## src/hw/rtl/tile_blit_rect_calc_top_assert.svh

```systemverilog
// assertion macros for the tile rectangle calculator
// each macro expects clk and rst_n in scope
`ifndef TILE_BLIT_RECT_CALC_TOP_ASSERT_SVH
`define TILE_BLIT_RECT_CALC_TOP_ASSERT_SVH

`ifndef NO_ASSERTIONS

// condition implies property in the same cycle
`define TBRC_ASSERT_SAME(label, cond, prop, msg) \
    label: assert property (@(posedge clk) disable iff (!rst_n) (cond) |-> (prop)) \
        else $error(msg);

// condition implies property in the next cycle
`define TBRC_ASSERT_NEXT(label, cond, prop, msg) \
    label: assert property (@(posedge clk) disable iff (!rst_n) (cond) |=> (prop)) \
        else $error(msg);

`else

`define TBRC_ASSERT_SAME(label, cond, prop, msg)
`define TBRC_ASSERT_NEXT(label, cond, prop, msg)

`endif

`endif

```

## src/hw/rtl/tbrc_pkg.sv

```systemverilog
`default_nettype none

package tbrc_pkg;

    // widths fixed by the field formats
    localparam int unsigned ID_W        = 29;
    localparam int unsigned COLS_W      = 16;
    localparam int unsigned PIX_W       = 12;
    localparam int unsigned PITCH_W     = PIX_W + 1;
    localparam int unsigned MUL_A_W     = 32;
    localparam int unsigned PROD_W      = MUL_A_W + PITCH_W;
    localparam int unsigned SRC_X_W     = 32;
    localparam int unsigned SRC_Y_W     = 43;
    localparam int unsigned DST_W       = 28;
    localparam int unsigned CFG_ADDR_W  = 5;
    localparam int unsigned CFG_DATA_W  = 32;

    localparam int unsigned DEF_ROW_COUNT_BITS = 16;

    localparam logic [31:0] ID_MASK = 32'h1FFF_FFFF;

    // divider runs one quotient bit per cycle
    localparam int unsigned DIV_STEPS = ID_W;
    localparam int unsigned DIV_CNT_W = $clog2(DIV_STEPS);

    // multiplier step codes
    localparam int unsigned MUL_CNT_W = 3;
    localparam logic [MUL_CNT_W-1:0] MUL_SRC_Y = 3'd0;
    localparam logic [MUL_CNT_W-1:0] MUL_SRC_X = 3'd1;
    localparam logic [MUL_CNT_W-1:0] MUL_DST_X = 3'd2;
    localparam logic [MUL_CNT_W-1:0] MUL_DST_Y = 3'd3;
    localparam logic [MUL_CNT_W-1:0] MUL_FLUSH = 3'd4;

    // register map, word index
    typedef enum logic [2:0] {
        REG_FIRST_TILE_ID = 3'd0,
        REG_TILE_TOTAL    = 3'd1,
        REG_SET_COLUMNS   = 3'd2,
        REG_TILE_W        = 3'd3,
        REG_TILE_H        = 3'd4,
        REG_IMAGE_MARGIN  = 3'd5,
        REG_TILE_GAP      = 3'd6,
        REG_LAYER_COLS    = 3'd7
    } reg_idx_t;

    typedef struct packed {
        logic [ID_W-1:0]   first_tile_id;
        logic [ID_W-1:0]   tile_total;
        logic [COLS_W-1:0] set_columns;
        logic [PIX_W-1:0]  tile_w;
        logic [PIX_W-1:0]  tile_h;
        logic [PIX_W-1:0]  image_margin;
        logic [PIX_W-1:0]  tile_gap;
        logic [COLS_W-1:0] layer_cols;
    } cfg_t;

    typedef struct packed {
        logic [31:0] cell_word;
        logic        final_cell;
    } cell_in_t;

    typedef struct packed {
        logic               draw;
        logic [SRC_X_W-1:0] src_x;
        logic [SRC_Y_W-1:0] src_y;
        logic [DST_W-1:0]   dst_x;
        logic [DST_W-1:0]   dst_y;
        logic               end_of_layer;
    } rect_out_t;

    typedef enum logic [1:0] {
        ST_IDLE,
        ST_DIV,
        ST_MUL,
        ST_DONE
    } seq_state_t;

    typedef struct packed {
        logic accept;
        logic div_start;
        logic mul_run;
        logic finish;
    } seq_ctrl_t;

endpackage

`default_nettype wire

```

## src/hw/rtl/tile_blit_rect_calc_top.sv

```systemverilog
// channel   | direction | handshake                | payload
// ----------+-----------+--------------------------+-------------------------------
// cell      | in        | cell_valid / cell_stall  | cell_word, final_cell
// rect      | out       | rect_valid / rect_stall  | draw, src_x/y, dst_x/y, end_of_layer
// apb cfg   | in        | psel / penable / pready  | paddr, pwdata, prdata
//
// a drawn cell is accepted, passes the bit-serial tile index divider (a 29-bit quotient),
// then the shared multiplier (four products plus drain), and is loaded into the output
// register; a skipped cell goes from accept straight to loading the output register
// the next cell is taken while the previous result still waits in the output register
// a stalled output holds the finished result and the sequencer waits before loading
// reset clears the configuration to defaults, the column and row counters and the control

`default_nettype none

`include "tile_blit_rect_calc_top_assert.svh"

module tile_blit_rect_calc_top #(
    parameter int unsigned ROW_COUNT_BITS = tbrc_pkg::DEF_ROW_COUNT_BITS
) (
    input  wire logic                              clk,
    input  wire logic                              rst_n,
    input  wire logic                              psel,
    input  wire logic                              penable,
    input  wire logic                              pwrite,
    input  wire logic [tbrc_pkg::CFG_ADDR_W-1:0]   paddr,
    input  wire logic [tbrc_pkg::CFG_DATA_W-1:0]   pwdata,
    output logic      [tbrc_pkg::CFG_DATA_W-1:0]   prdata,
    output logic                                   pready,
    input  wire logic                              cell_valid,
    output logic                                   cell_stall,
    input  wire tbrc_pkg::cell_in_t                cell_data,
    output logic                                   rect_valid,
    input  wire logic                              rect_stall,
    output tbrc_pkg::rect_out_t                    rect
);

    tbrc_pkg::cfg_t                    cfg;
    tbrc_pkg::seq_ctrl_t               ctrl;
    logic                              busy;

    logic [tbrc_pkg::ID_W-1:0]         tile_id;
    logic [tbrc_pkg::ID_W:0]           local_ext;
    logic [tbrc_pkg::ID_W-1:0]         local_idx;
    logic                              enabled;
    logic                              in_range;
    logic                              cell_draw;

    logic                              div_done;
    logic [tbrc_pkg::ID_W-1:0]         quotient;
    logic [tbrc_pkg::COLS_W-1:0]       remainder;

    logic                              draw_reg;
    logic                              final_reg;

    logic [tbrc_pkg::MUL_CNT_W-1:0]    mul_cnt_reg;
    logic [tbrc_pkg::MUL_CNT_W-1:0]    mul_cnt_next;
    logic [tbrc_pkg::MUL_CNT_W-1:0]    prod_idx_reg;
    logic                              mul_last;
    logic [tbrc_pkg::MUL_A_W-1:0]      mul_a;
    logic [tbrc_pkg::PITCH_W-1:0]      mul_b;
    logic [tbrc_pkg::PROD_W-1:0]       prod_reg;
    logic [tbrc_pkg::PITCH_W-1:0]      pitch_x;
    logic [tbrc_pkg::PITCH_W-1:0]      pitch_y;

    logic [tbrc_pkg::SRC_X_W-1:0]      src_x_reg;
    logic [tbrc_pkg::SRC_X_W-1:0]      src_x_next;
    logic [tbrc_pkg::SRC_Y_W-1:0]      src_y_reg;
    logic [tbrc_pkg::SRC_Y_W-1:0]      src_y_next;
    logic [tbrc_pkg::DST_W-1:0]        dst_x_reg;
    logic [tbrc_pkg::DST_W-1:0]        dst_x_next;
    logic [tbrc_pkg::DST_W-1:0]        dst_y_reg;
    logic [tbrc_pkg::DST_W-1:0]        dst_y_next;

    logic [tbrc_pkg::COLS_W-1:0]       cell_col_reg;
    logic [tbrc_pkg::COLS_W-1:0]       cell_col_next;
    logic [ROW_COUNT_BITS-1:0]         cell_row_reg;
    logic [ROW_COUNT_BITS-1:0]         cell_row_next;
    logic [tbrc_pkg::COLS_W:0]         col_inc;

    logic                              out_free;
    logic                              rect_valid_reg;
    logic                              rect_valid_next;
    tbrc_pkg::rect_out_t               rect_reg;
    logic                              skip_zero;

    tbrc_regs u_regs (
        .clk     (clk),
        .rst_n   (rst_n),
        .psel    (psel),
        .penable (penable),
        .pwrite  (pwrite),
        .paddr   (paddr),
        .pwdata  (pwdata),
        .prdata  (prdata),
        .pready  (pready),
        .cfg     (cfg)
    );

    // tile id decode and range check
    assign tile_id   = cell_data.cell_word[tbrc_pkg::ID_W-1:0] &
                       tbrc_pkg::ID_MASK[tbrc_pkg::ID_W-1:0];
    assign local_ext = {1'b0, tile_id} - {1'b0, cfg.first_tile_id};
    assign local_idx = local_ext[tbrc_pkg::ID_W-1:0];
    assign enabled   = (cfg.set_columns != '0) && (cfg.tile_w != '0) &&
                       (cfg.tile_h != '0) && (cfg.layer_cols != '0);
    assign in_range  = !local_ext[tbrc_pkg::ID_W] &&
                       ((cfg.tile_total == '0) || (local_idx < cfg.tile_total));
    assign cell_draw = enabled && in_range;

    tbrc_seq u_seq (
        .clk        (clk),
        .rst_n      (rst_n),
        .cell_valid (cell_valid),
        .cell_draw  (cell_draw),
        .div_done   (div_done),
        .mul_last   (mul_last),
        .out_free   (out_free),
        .busy       (busy),
        .ctrl       (ctrl)
    );

    assign cell_stall = busy;

    tbrc_divider u_div (
        .clk       (clk),
        .rst_n     (rst_n),
        .start     (ctrl.div_start),
        .dividend  (local_idx),
        .divisor   (cfg.set_columns),
        .done      (div_done),
        .quotient  (quotient),
        .remainder (remainder)
    );

    // per-item flags
    always_ff @(posedge clk)
    begin
        if (ctrl.accept)
        begin
            draw_reg  <= cell_draw;
            final_reg <= cell_data.final_cell;
        end
    end

    // multiplier step counter
    assign mul_last = mul_cnt_reg == tbrc_pkg::MUL_FLUSH;

    always_comb
    begin
        mul_cnt_next = mul_cnt_reg;
        if (ctrl.mul_run)
        begin
            mul_cnt_next = mul_last ? '0 : mul_cnt_reg + 1'b1;
        end
    end

    always_ff @(posedge clk or negedge rst_n)
    begin
        if (!rst_n)
        begin
            mul_cnt_reg <= '0;
        end
        else
        begin
            mul_cnt_reg <= mul_cnt_next;
        end
    end

    // shared multiplier operand select
    assign pitch_x = tbrc_pkg::PITCH_W'(cfg.tile_w) + tbrc_pkg::PITCH_W'(cfg.tile_gap);
    assign pitch_y = tbrc_pkg::PITCH_W'(cfg.tile_h) + tbrc_pkg::PITCH_W'(cfg.tile_gap);

    always_comb
    begin
        case (mul_cnt_reg)
            tbrc_pkg::MUL_SRC_Y:
            begin
                mul_a = tbrc_pkg::MUL_A_W'(quotient);
                mul_b = pitch_y;
            end
            tbrc_pkg::MUL_SRC_X:
            begin
                mul_a = tbrc_pkg::MUL_A_W'(remainder);
                mul_b = pitch_x;
            end
            tbrc_pkg::MUL_DST_X:
            begin
                mul_a = tbrc_pkg::MUL_A_W'(cell_col_reg);
                mul_b = tbrc_pkg::PITCH_W'(cfg.tile_w);
            end
            tbrc_pkg::MUL_DST_Y:
            begin
                mul_a = tbrc_pkg::MUL_A_W'(cell_row_reg);
                mul_b = tbrc_pkg::PITCH_W'(cfg.tile_h);
            end
            default:
            begin
                mul_a = '0;
                mul_b = '0;
            end
        endcase
    end

    always_ff @(posedge clk)
    begin
        prod_reg     <= tbrc_pkg::PROD_W'(mul_a) * tbrc_pkg::PROD_W'(mul_b);
        prod_idx_reg <= mul_cnt_reg;
    end

    // result write-back from the registered product
    always_comb
    begin
        src_x_next = src_x_reg;
        src_y_next = src_y_reg;
        dst_x_next = dst_x_reg;
        dst_y_next = dst_y_reg;
        if (ctrl.accept)
        begin
            src_x_next = '0;
            src_y_next = '0;
            dst_x_next = '0;
            dst_y_next = '0;
        end
        else if (ctrl.mul_run && (mul_cnt_reg != tbrc_pkg::MUL_SRC_Y))
        begin
            case (prod_idx_reg)
                tbrc_pkg::MUL_SRC_Y:
                    src_y_next = tbrc_pkg::SRC_Y_W'(cfg.image_margin) +
                                 prod_reg[tbrc_pkg::SRC_Y_W-1:0];
                tbrc_pkg::MUL_SRC_X:
                    src_x_next = tbrc_pkg::SRC_X_W'(cfg.image_margin) +
                                 prod_reg[tbrc_pkg::SRC_X_W-1:0];
                tbrc_pkg::MUL_DST_X:
                    dst_x_next = prod_reg[tbrc_pkg::DST_W-1:0];
                tbrc_pkg::MUL_DST_Y:
                    dst_y_next = prod_reg[tbrc_pkg::DST_W-1:0];
                default:
                    src_x_next = src_x_reg;
            endcase
        end
    end

    always_ff @(posedge clk)
    begin
        src_x_reg <= src_x_next;
        src_y_reg <= src_y_next;
        dst_x_reg <= dst_x_next;
        dst_y_reg <= dst_y_next;
    end

    // layer column and row counters, advanced as each result is loaded into the output register
    assign col_inc = {1'b0, cell_col_reg} + 1'b1;

    always_comb
    begin
        cell_col_next = cell_col_reg;
        cell_row_next = cell_row_reg;
        if (ctrl.finish)
        begin
            if (final_reg)
            begin
                cell_col_next = '0;
                cell_row_next = '0;
            end
            else if (col_inc >= {1'b0, cfg.layer_cols})
            begin
                cell_col_next = '0;
                cell_row_next = cell_row_reg + 1'b1;
            end
            else
            begin
                cell_col_next = col_inc[tbrc_pkg::COLS_W-1:0];
            end
        end
    end

    always_ff @(posedge clk or negedge rst_n)
    begin
        if (!rst_n)
        begin
            cell_col_reg <= '0;
            cell_row_reg <= '0;
        end
        else
        begin
            cell_col_reg <= cell_col_next;
            cell_row_reg <= cell_row_next;
        end
    end

    // output register
    assign out_free = !rect_valid_reg || !rect_stall;

    always_comb
    begin
        rect_valid_next = rect_valid_reg;
        if (ctrl.finish)
        begin
            rect_valid_next = 1'b1;
        end
        else if (rect_valid_reg && !rect_stall)
        begin
            rect_valid_next = 1'b0;
        end
    end

    always_ff @(posedge clk or negedge rst_n)
    begin
        if (!rst_n)
        begin
            rect_valid_reg <= 1'b0;
        end
        else
        begin
            rect_valid_reg <= rect_valid_next;
        end
    end

    always_ff @(posedge clk)
    begin
        if (ctrl.finish)
        begin
            rect_reg.draw         <= draw_reg;
            rect_reg.src_x        <= src_x_reg;
            rect_reg.src_y        <= src_y_reg;
            rect_reg.dst_x        <= dst_x_reg;
            rect_reg.dst_y        <= dst_y_reg;
            rect_reg.end_of_layer <= final_reg;
        end
    end

    assign rect_valid = rect_valid_reg;
    assign rect       = rect_reg;

    // skipped cells carry all-zero rectangle fields
    assign skip_zero = (rect.src_x == '0) && (rect.src_y == '0) &&
                       (rect.dst_x == '0) && (rect.dst_y == '0);

    // checks
    `TBRC_ASSERT_NEXT(a_busy_after_accept, ctrl.accept, cell_stall, "cell taken while busy")
    `TBRC_ASSERT_NEXT(a_mul_after_div, div_done, ctrl.mul_run, "multiply did not follow divide")
    `TBRC_ASSERT_NEXT(a_valid_after_finish, ctrl.finish, rect_valid, "finished result not shown")
    `TBRC_ASSERT_SAME(a_skip_zero, rect_valid && !rect.draw, skip_zero, "skipped cell nonzero")

endmodule

`default_nettype wire

```

## src/hw/rtl/tbrc_regs.sv

```systemverilog
`default_nettype none

module tbrc_regs (
    input  wire logic                              clk,
    input  wire logic                              rst_n,
    input  wire logic                              psel,
    input  wire logic                              penable,
    input  wire logic                              pwrite,
    input  wire logic [tbrc_pkg::CFG_ADDR_W-1:0]   paddr,
    input  wire logic [tbrc_pkg::CFG_DATA_W-1:0]   pwdata,
    output logic      [tbrc_pkg::CFG_DATA_W-1:0]   prdata,
    output logic                                   pready,
    output tbrc_pkg::cfg_t                         cfg
);

    tbrc_pkg::cfg_t   cfg_reg;
    tbrc_pkg::cfg_t   cfg_next;
    tbrc_pkg::reg_idx_t idx;
    logic             wr_en;

    assign idx    = tbrc_pkg::reg_idx_t'(paddr[4:2]);
    assign wr_en  = psel && penable && pwrite;
    assign pready = 1'b1;
    assign cfg    = cfg_reg;

    // register write decode
    always_comb
    begin
        cfg_next = cfg_reg;
        if (wr_en)
        begin
            unique case (idx)
                tbrc_pkg::REG_FIRST_TILE_ID: cfg_next.first_tile_id = pwdata[tbrc_pkg::ID_W-1:0];
                tbrc_pkg::REG_TILE_TOTAL:    cfg_next.tile_total    = pwdata[tbrc_pkg::ID_W-1:0];
                tbrc_pkg::REG_SET_COLUMNS:   cfg_next.set_columns   = pwdata[tbrc_pkg::COLS_W-1:0];
                tbrc_pkg::REG_TILE_W:        cfg_next.tile_w        = pwdata[tbrc_pkg::PIX_W-1:0];
                tbrc_pkg::REG_TILE_H:        cfg_next.tile_h        = pwdata[tbrc_pkg::PIX_W-1:0];
                tbrc_pkg::REG_IMAGE_MARGIN:  cfg_next.image_margin  = pwdata[tbrc_pkg::PIX_W-1:0];
                tbrc_pkg::REG_TILE_GAP:      cfg_next.tile_gap      = pwdata[tbrc_pkg::PIX_W-1:0];
                tbrc_pkg::REG_LAYER_COLS:    cfg_next.layer_cols    = pwdata[tbrc_pkg::COLS_W-1:0];
                default:                     cfg_next = cfg_reg;
            endcase
        end
    end

    always_ff @(posedge clk or negedge rst_n)
    begin
        if (!rst_n)
        begin
            cfg_reg.first_tile_id <= tbrc_pkg::ID_W'(1);
            cfg_reg.tile_total    <= '0;
            cfg_reg.set_columns   <= tbrc_pkg::COLS_W'(1);
            cfg_reg.tile_w        <= tbrc_pkg::PIX_W'(16);
            cfg_reg.tile_h        <= tbrc_pkg::PIX_W'(16);
            cfg_reg.image_margin  <= '0;
            cfg_reg.tile_gap      <= '0;
            cfg_reg.layer_cols    <= '0;
        end
        else
        begin
            cfg_reg <= cfg_next;
        end
    end

    // register read decode
    always_comb
    begin
        unique case (idx)
            tbrc_pkg::REG_FIRST_TILE_ID: prdata = 32'(cfg_reg.first_tile_id);
            tbrc_pkg::REG_TILE_TOTAL:    prdata = 32'(cfg_reg.tile_total);
            tbrc_pkg::REG_SET_COLUMNS:   prdata = 32'(cfg_reg.set_columns);
            tbrc_pkg::REG_TILE_W:        prdata = 32'(cfg_reg.tile_w);
            tbrc_pkg::REG_TILE_H:        prdata = 32'(cfg_reg.tile_h);
            tbrc_pkg::REG_IMAGE_MARGIN:  prdata = 32'(cfg_reg.image_margin);
            tbrc_pkg::REG_TILE_GAP:      prdata = 32'(cfg_reg.tile_gap);
            tbrc_pkg::REG_LAYER_COLS:    prdata = 32'(cfg_reg.layer_cols);
            default:                     prdata = '0;
        endcase
    end

endmodule

`default_nettype wire

```

## src/hw/rtl/tbrc_divider.sv

```systemverilog
`default_nettype none

module tbrc_divider (
    input  wire logic                          clk,
    input  wire logic                          rst_n,
    input  wire logic                          start,
    input  wire logic [tbrc_pkg::ID_W-1:0]     dividend,
    input  wire logic [tbrc_pkg::COLS_W-1:0]   divisor,
    output logic                               done,
    output logic      [tbrc_pkg::ID_W-1:0]     quotient,
    output logic      [tbrc_pkg::COLS_W-1:0]   remainder
);

    logic                              busy_reg;
    logic                              busy_next;
    logic                              done_reg;
    logic                              done_next;
    logic [tbrc_pkg::DIV_CNT_W-1:0]    cnt_reg;
    logic [tbrc_pkg::DIV_CNT_W-1:0]    cnt_next;
    logic [tbrc_pkg::ID_W-1:0]         quo_reg;
    logic [tbrc_pkg::ID_W-1:0]         quo_next;
    logic [tbrc_pkg::COLS_W-1:0]       rem_reg;
    logic [tbrc_pkg::COLS_W-1:0]       rem_next;
    logic [tbrc_pkg::COLS_W:0]         trial;
    logic [tbrc_pkg::COLS_W:0]         diff;
    logic                              fits;

    // one restoring step: shift in the next dividend bit, try to subtract
    assign trial = {rem_reg, quo_reg[tbrc_pkg::ID_W-1]};
    assign diff  = trial - {1'b0, divisor};
    assign fits  = trial >= {1'b0, divisor};

    always_comb
    begin
        busy_next = busy_reg;
        done_next = 1'b0;
        cnt_next  = cnt_reg;
        quo_next  = quo_reg;
        rem_next  = rem_reg;
        if (start)
        begin
            busy_next = 1'b1;
            cnt_next  = '0;
            quo_next  = dividend;
            rem_next  = '0;
        end
        else if (busy_reg)
        begin
            quo_next = {quo_reg[tbrc_pkg::ID_W-2:0], fits};
            rem_next = fits ? diff[tbrc_pkg::COLS_W-1:0] : trial[tbrc_pkg::COLS_W-1:0];
            cnt_next = cnt_reg + 1'b1;
            if (cnt_reg == tbrc_pkg::DIV_CNT_W'(tbrc_pkg::DIV_STEPS - 1))
            begin
                busy_next = 1'b0;
                done_next = 1'b1;
            end
        end
    end

    always_ff @(posedge clk or negedge rst_n)
    begin
        if (!rst_n)
        begin
            busy_reg <= 1'b0;
            done_reg <= 1'b0;
            cnt_reg  <= '0;
        end
        else
        begin
            busy_reg <= busy_next;
            done_reg <= done_next;
            cnt_reg  <= cnt_next;
        end
    end

    // datapath registers
    always_ff @(posedge clk)
    begin
        quo_reg <= quo_next;
        rem_reg <= rem_next;
    end

    assign done      = done_reg;
    assign quotient  = quo_reg;
    assign remainder = rem_reg;

endmodule

`default_nettype wire

```

## src/hw/rtl/tbrc_seq.sv

```systemverilog
`default_nettype none

module tbrc_seq (
    input  wire logic           clk,
    input  wire logic           rst_n,
    input  wire logic           cell_valid,
    input  wire logic           cell_draw,
    input  wire logic           div_done,
    input  wire logic           mul_last,
    input  wire logic           out_free,
    output logic                busy,
    output tbrc_pkg::seq_ctrl_t ctrl
);

    tbrc_pkg::seq_state_t state_reg;
    tbrc_pkg::seq_state_t state_next;

    // next state
    always_comb
    begin
        state_next = state_reg;
        unique case (state_reg)
            tbrc_pkg::ST_IDLE:
            begin
                if (cell_valid)
                begin
                    state_next = cell_draw ? tbrc_pkg::ST_DIV : tbrc_pkg::ST_DONE;
                end
            end
            tbrc_pkg::ST_DIV:
            begin
                if (div_done)
                begin
                    state_next = tbrc_pkg::ST_MUL;
                end
            end
            tbrc_pkg::ST_MUL:
            begin
                if (mul_last)
                begin
                    state_next = tbrc_pkg::ST_DONE;
                end
            end
            tbrc_pkg::ST_DONE:
            begin
                if (out_free)
                begin
                    state_next = tbrc_pkg::ST_IDLE;
                end
            end
            default: state_next = tbrc_pkg::ST_IDLE;
        endcase
    end

    always_ff @(posedge clk or negedge rst_n)
    begin
        if (!rst_n)
        begin
            state_reg <= tbrc_pkg::ST_IDLE;
        end
        else
        begin
            state_reg <= state_next;
        end
    end

    // control outputs
    always_comb
    begin
        ctrl = '0;
        busy = 1'b1;
        unique case (state_reg)
            tbrc_pkg::ST_IDLE:
            begin
                busy           = 1'b0;
                ctrl.accept    = cell_valid;
                ctrl.div_start = cell_valid && cell_draw;
            end
            tbrc_pkg::ST_DIV:  ctrl = '0;
            tbrc_pkg::ST_MUL:  ctrl.mul_run = 1'b1;
            tbrc_pkg::ST_DONE: ctrl.finish = out_free;
            default:           ctrl = '0;
        endcase
    end

endmodule

`default_nettype wire

```

## config.mk

```make
export PLATFORM = sky130hd
export DESIGN_NAME = tile_blit_rect_calc_top
export DESIGN_NICKNAME = d
export VERILOG_FILES = /design/src/hw/rtl/tbrc_pkg.sv /design/src/hw/rtl/tile_blit_rect_calc_top.sv /design/src/hw/rtl/tbrc_regs.sv /design/src/hw/rtl/tbrc_divider.sv /design/src/hw/rtl/tbrc_seq.sv
export VERILOG_INCLUDE_DIRS = /design/src /design/src/hw/rtl
export SDC_FILE = /design/constraint.sdc
export NUM_CORES = 2
export LEC_CHECK = 0
export ABC_CLOCK_PERIOD_IN_PS = 12800
export BUFFER_PORTS_ARGS = -buffer_cell sky130_fd_sc_hd__buf_2
export CAP_MARGIN = 20
export CORE_MARGIN = 1
export CORE_UTILIZATION = 45
export CTS_CLUSTER_SIZE = 24
export DETAILED_ROUTE_END_ITERATION = 8
export REMOVE_ABC_BUFFERS = 1
export SLEW_MARGIN = 40
export SYNTH_ARGS = -nofsm -noshare
export SYNTH_HDL_FRONTEND = slang
export SYNTH_SLANG_ARGS = --single-unit
```

## constraint.sdc

```tcl
create_clock -name clk -period 12.8 [get_ports clk]
set_clock_uncertainty 0.2 [all_clocks]
set_input_delay 1.28 -clock clk [delete_from_list [all_inputs] [get_ports clk]]
set_output_delay 1.28 -clock clk [all_outputs]
set_load 0.01 [all_outputs]
```

# == Word-level counts from Yosys, hierarchy flattened ==
# Cells that the tools add are included.
# classes
n_mux,31
addsub,10
magnitude_cmp,3
mul,1
n_reduce_logical,42
eq_ne,22
# ops
cell,count
$pmux 32 s8,1
$pmux 29 s4,1
$mux 16,5
$mux 29,2
$pmux 13 s4,1
$add 12x42->43,1
$mul 29x13->42,1
$ge 17x16->1,2
$add 12x32->32,1
$reduce_bool 16->1,2
$sub 29x29->30,1
$logic_not 29->1,1
$lt 29x29->1,1
$add 12x12->13,2
$reduce_and 2->1,13
$reduce_bool 12->1,2
$eq 3x2->1 const B,6
$add 16x1->17 const B,1
$add 16x1->16 const B,1
$sub 16x16->16,1
$eq 3x3->1 const B,5
$mux 2,6
$mux 1,11
$logic_and 1x1->1,10
18 further kinds,31
# totals
in_bits,77
ff_bits,539
out_inout_bits,168

# == Longest topological paths before layout ==
# logic_depth
word_depth,8
depth_mapped,38
mapped_depth_nobuf,35

# == Cells and area by module ==
# Synthesis repeated with hierarchy kept, for this count alone.
# hier_totals
cells_unflattened,3904
area_unflattened_um2,38091.5
# modules_own_cells
module,cells_per_inst,instances,area_each_um2
tile_blit_rect_calc_top,3061,1,28230.8
tbrc_regs,497,1,6371.1
tbrc_divider,324,1,3275.6
tbrc_seq,22,1,214.0

# == Worst setup path before layout ==
# Ideal clock, no wire load.
# synth_timing
path_kind,register to register
start,reg mul_cnt_reg[1] (netlist bit)
end,reg prod_reg[40] (netlist bit)
path_slack_ns,3.585
stages_incl_launch_ff,35
arrival_ns,8.891
path_cell_list,dfrtp_1 inv_1 ha_1 nor2b_1 clkbuf_1 buf_1 mux2_2 ha_1 a21o_1 a21oi_1 o21bai_1 a21oi_1 o21bai_1 a211oi_1 o21bai_1 a21oi_1 clkbuf_1 clkbuf_1 nor3_1 fa_1 fa_1 fa_1 fa_1 inv_1 fa_1 inv_1 ha_1 o2111ai_1 a2111oi_2 o2111ai_1 a31oi_1 a21boi_0 o21ai_0 a311oi_1 xnor2_1
# synth_between
elab_chain_len,3
# synth_rtl
element,line_no,rtl
start: declaration,tile_blit_rect_calc_top.sv:56,logic [tbrc_pkg::MUL_CNT_W-1:0] mul_cnt_reg;
start signal: assignment,tile_blit_rect_calc_top.sv:166,mul_cnt_reg <= mul_cnt_next;
$eq 3x2->1 (tied with other cells),tile_blit_rect_calc_top.sv:176,case (mul_cnt_reg)
$pmux 29 s4 or $pmux 13 s4 (tied branches),tile_blit_rect_calc_top.sv:176,
$mul 29x13->42 *,tile_blit_rect_calc_top.sv:207,prod_reg <= tbrc_pkg::PROD_W'(mul_a) * tbrc_pkg::PROD_W'(mul_b);
end signal: assignment,tile_blit_rect_calc_top.sv:207,
end: declaration,tile_blit_rect_calc_top.sv:62,logic [tbrc_pkg::PROD_W-1:0] prod_reg;
# Mark *: on every way between the ends. The rest lies on a longest branch, timed or not.
# A chain may end at the register's enable or synchronous reset.

# == Final worst setup path ==
# Same ends and word-level chain as after synthesis.

==> flow_summary.yaml <==
sta:
  worst_hold_slack_ns: 0.174
  slew_viol_final: 0
  finalCriticalPeriod_ns: 10.39
  worstMarginPinSlew_ns: 0.822
  fin_setup_tns_ns: 0
  worst_slack_ns: 2.41
  relSlewSlack: 0.450
  period_share: 0.812
  fmax_mhz: 96.2
  finalHoldViolCount: 0
  setup_viol: 0
  rsz0062_at_grt: "no"
grt:
  grt_start_max_net_pins: 109
  first_global_vias: 28000
  grt_pass1_wl_um: 162000
  track_usage: 0.250
  grt-ovfl-total: 0
  antenna_found_initial: 0
drt:
  first_pass_iters: 7
  routedWlPerCell_um: 19.9
  drc: 0
  vias: 28700
  antenna_left: 0
  drtIter0Drc: 2127
  wirelength_um: 104000
  vias_per_cell: 5.50
yosys:
  synth-seq-cells: 539
  yosysUniqueCellTypes: 78
  synth_ff_type: "dfxtp_1"
  mappedNetlistArea_um2: 37100
  ys_top_cells_by_area: "fa_1 16%, edfxtp_1 13%, dfrtp_1 12%, dfxtp_1 10%, ha_1 7.2%"
  ys_seq_area_frac: 0.360
  avgSynthCellArea_um2: 9.40
  async_reset_ff_frac: 0.340
  synth_cells: 3945
  synth_top_area_share: 0.162
  yosysWarnings: 0
  yosys.area.top_type: "fa_1"
  synth_edf_count: 164
finish:
  area_growth_syn_to_layout_pct: 11.6
  final_area_um2: 41400
  largest_reg_flops: 138
  drive_above_1_share: 0.126
  nNetsFinal: 4691
setup_path:
  cp_max_fo: 33
  r2r_start: "mul_cnt_reg[1]"
  startpoint_type: "flop"
  r2r-end: "prod_reg[40]"
  crit_start: "mul_cnt_reg[1]"
  path_common_cell: "fa_1"
  rr_worst_depth: 31
  reg2reg_slack_ns: 2.41
  slowest_stage: "a21oi_2"
  worstSetupEndpointType: "flop"
  slowest_delay_ns: 0.67
  critical_path_arrival_ns: 10.69
  worstSetupPathType: "reg2reg"
  worstPathRequired_ns: 13.10
  crit_end: "prod_reg[40]"
die:
  initial_core_util: 0.458
  die_x_um: 289
  io_pins: 245
  die_h_um: 289
  dieArea_um2: 83600
  fp-row-count: 104
  core_um2: 81100
clock_network:
  cts_sinks: 539
  cts-buffers-inserted: 60
  cts_resized: 0
  post-cts-setup-buffers: 0
  h-tree-depth: 2
  cts_tree: "built"
  clkTransAtPathRegs_ns: 0.06
  clockRootBuffer: "clkbuf_16"
  clockBufferDepth: 3
  insertion_delay_ns: 0.67
  cts_hold_buf: 0
worst_hold_path:
  min_path_type: "reg2reg"
run:
  max_cap_violations: 0
place:
  portBuffers: 232
  place_area_um2: 39400
  dp_slack_ns: 2.51
  hpwl_um: 79300
  place_congestion: 0.931
outcome:
  outcome: "finished clean"
==> area by class of cell <==
class | count | area [um^2]
Timing Repair Buffer | 279 | 1580
Fill cell | 7665 | 39600
Antenna cell | 1 | 2.50
Multi-Input combinational cell | 2765 | 21400
Clock buffer | 86 | 1700
Sequential cell | 539 | 13400
Inverter | 454 | 1710
Tap cell | 1060 | 1330
Clock inverter | 28 | 332
==> critical path, delay by kind of cell (launching register included) <==
family | cells | cell delay (ns)
compound gates | 14 | 4.45
fa+ha+maj | 8 | 3.46
buf+inv | 4 | 0.61
mux | 1 | 0.42
flops | 1 | 0.41
xor+xnor | 2 | 0.39
simple gates | 2 | 0.29
==> metrics by stage <==
step	utilization	instances
2_1_floorplan	-	3758
3_3_place_gp	0.484	5091
3_5_place_dp	0.486	5096
4_1_cts	0.511	5210
5_1_grt	0.511	5211
6_report	0.511	5212
==> how the worst min path moves through the flow <==
stage / slack (ns) / endpoint / cells past startpoint / startpoint
2_1_floorplan: 0.19 / prod_idx_reg[1] / 0 / mul_cnt_reg[1]
3_3_place_gp: 0.21 / rect[72] / 0 / src_y_reg[15]
3_5_place_dp: 0.21 / rect[115] / 0 / src_x_reg[15]
4_1_cts: 0.17 / rect[95] / 0 / src_y_reg[38]
5_1_grt: 0.20 / rect[95] / 0 / src_y_reg[38]
6_report: 0.17 / rect[95] / 0 / src_y_reg[38]
==> synthesized netlist by cell type (all sizes together), types with 24 or more instances <==
| cell type | n |
|---|---|
| nor3 | 43 |
| mux2 | 90 |
| a21o | 55 |
| nor4 | 24 |
| inv | 453 |
| buf | 30 |
| dfxtp | 192 |
| clkbuf | 159 |
| dfrtp | 179 |
| o21ai | 248 |
| edfxtp | 164 |
| nand4 | 34 |
| nand2 | 621 |
| nor2 | 277 |
| xor2 | 52 |
| fa | 301 |
| nand3 | 49 |
| a21oi | 258 |
| xnor2 | 82 |
| a211oi | 25 |
| and2 | 26 |
| and3 | 34 |
| nand2b | 40 |
| ha | 214 |
==> cell usage in the layout, fill, tap and decap left out, drive strengths merged, types with 164 or more instances in the layout <==
master,n
a21oi,258
buf,277
dfrtp,179
dfxtp,192
edfxtp,164
fa,301
ha,214
inv,456
nand2,621
nor2,277
o21ai,248
==> routing by layer <==
| metal | global-route usage | share of wire | routed length [um] | vias to the layer above |
|---|---|---|---|---|
| met5 | 0 | 0 | 0 | - |
| met4 | 0.0800 | 0.031 | 3230 | 0 |
| met3 | 0.0335 | 0.057 | 5950 | 173 |
| met2 | 0.402 | 0.46 | 47700 | 891 |
| met1 | 0.349 | 0.45 | 46700 | 14100 |
| li1 | - | - | - | 13500 |
==> kinds of logic (layout without fill, tap and decap cells) <==
| kind of cell | Yosys count | after routing | share of synthesized area |
|---|---|---|---|
| buffers and inverters | 643 | 847 | 0.0662 |
| adder cells (fa/ha/maj) | 515 | 515 | 0.235 |
| AO/OA/AOI/OAI | 794 | 794 | 0.132 |
| multiplexers | 112 | 112 | 0.0343 |
| AND/OR/NAND/NOR | 1206 | 1206 | 0.141 |
| other | 2 | 5 | 0.000202 |
| flip-flops | 539 | 539 | 0.360 |
| XOR/XNOR | 134 | 134 | 0.0316 |
Power is not shown: default switching activity piles up to over one toggle a cycle in this logic, so the estimate is an artifact.
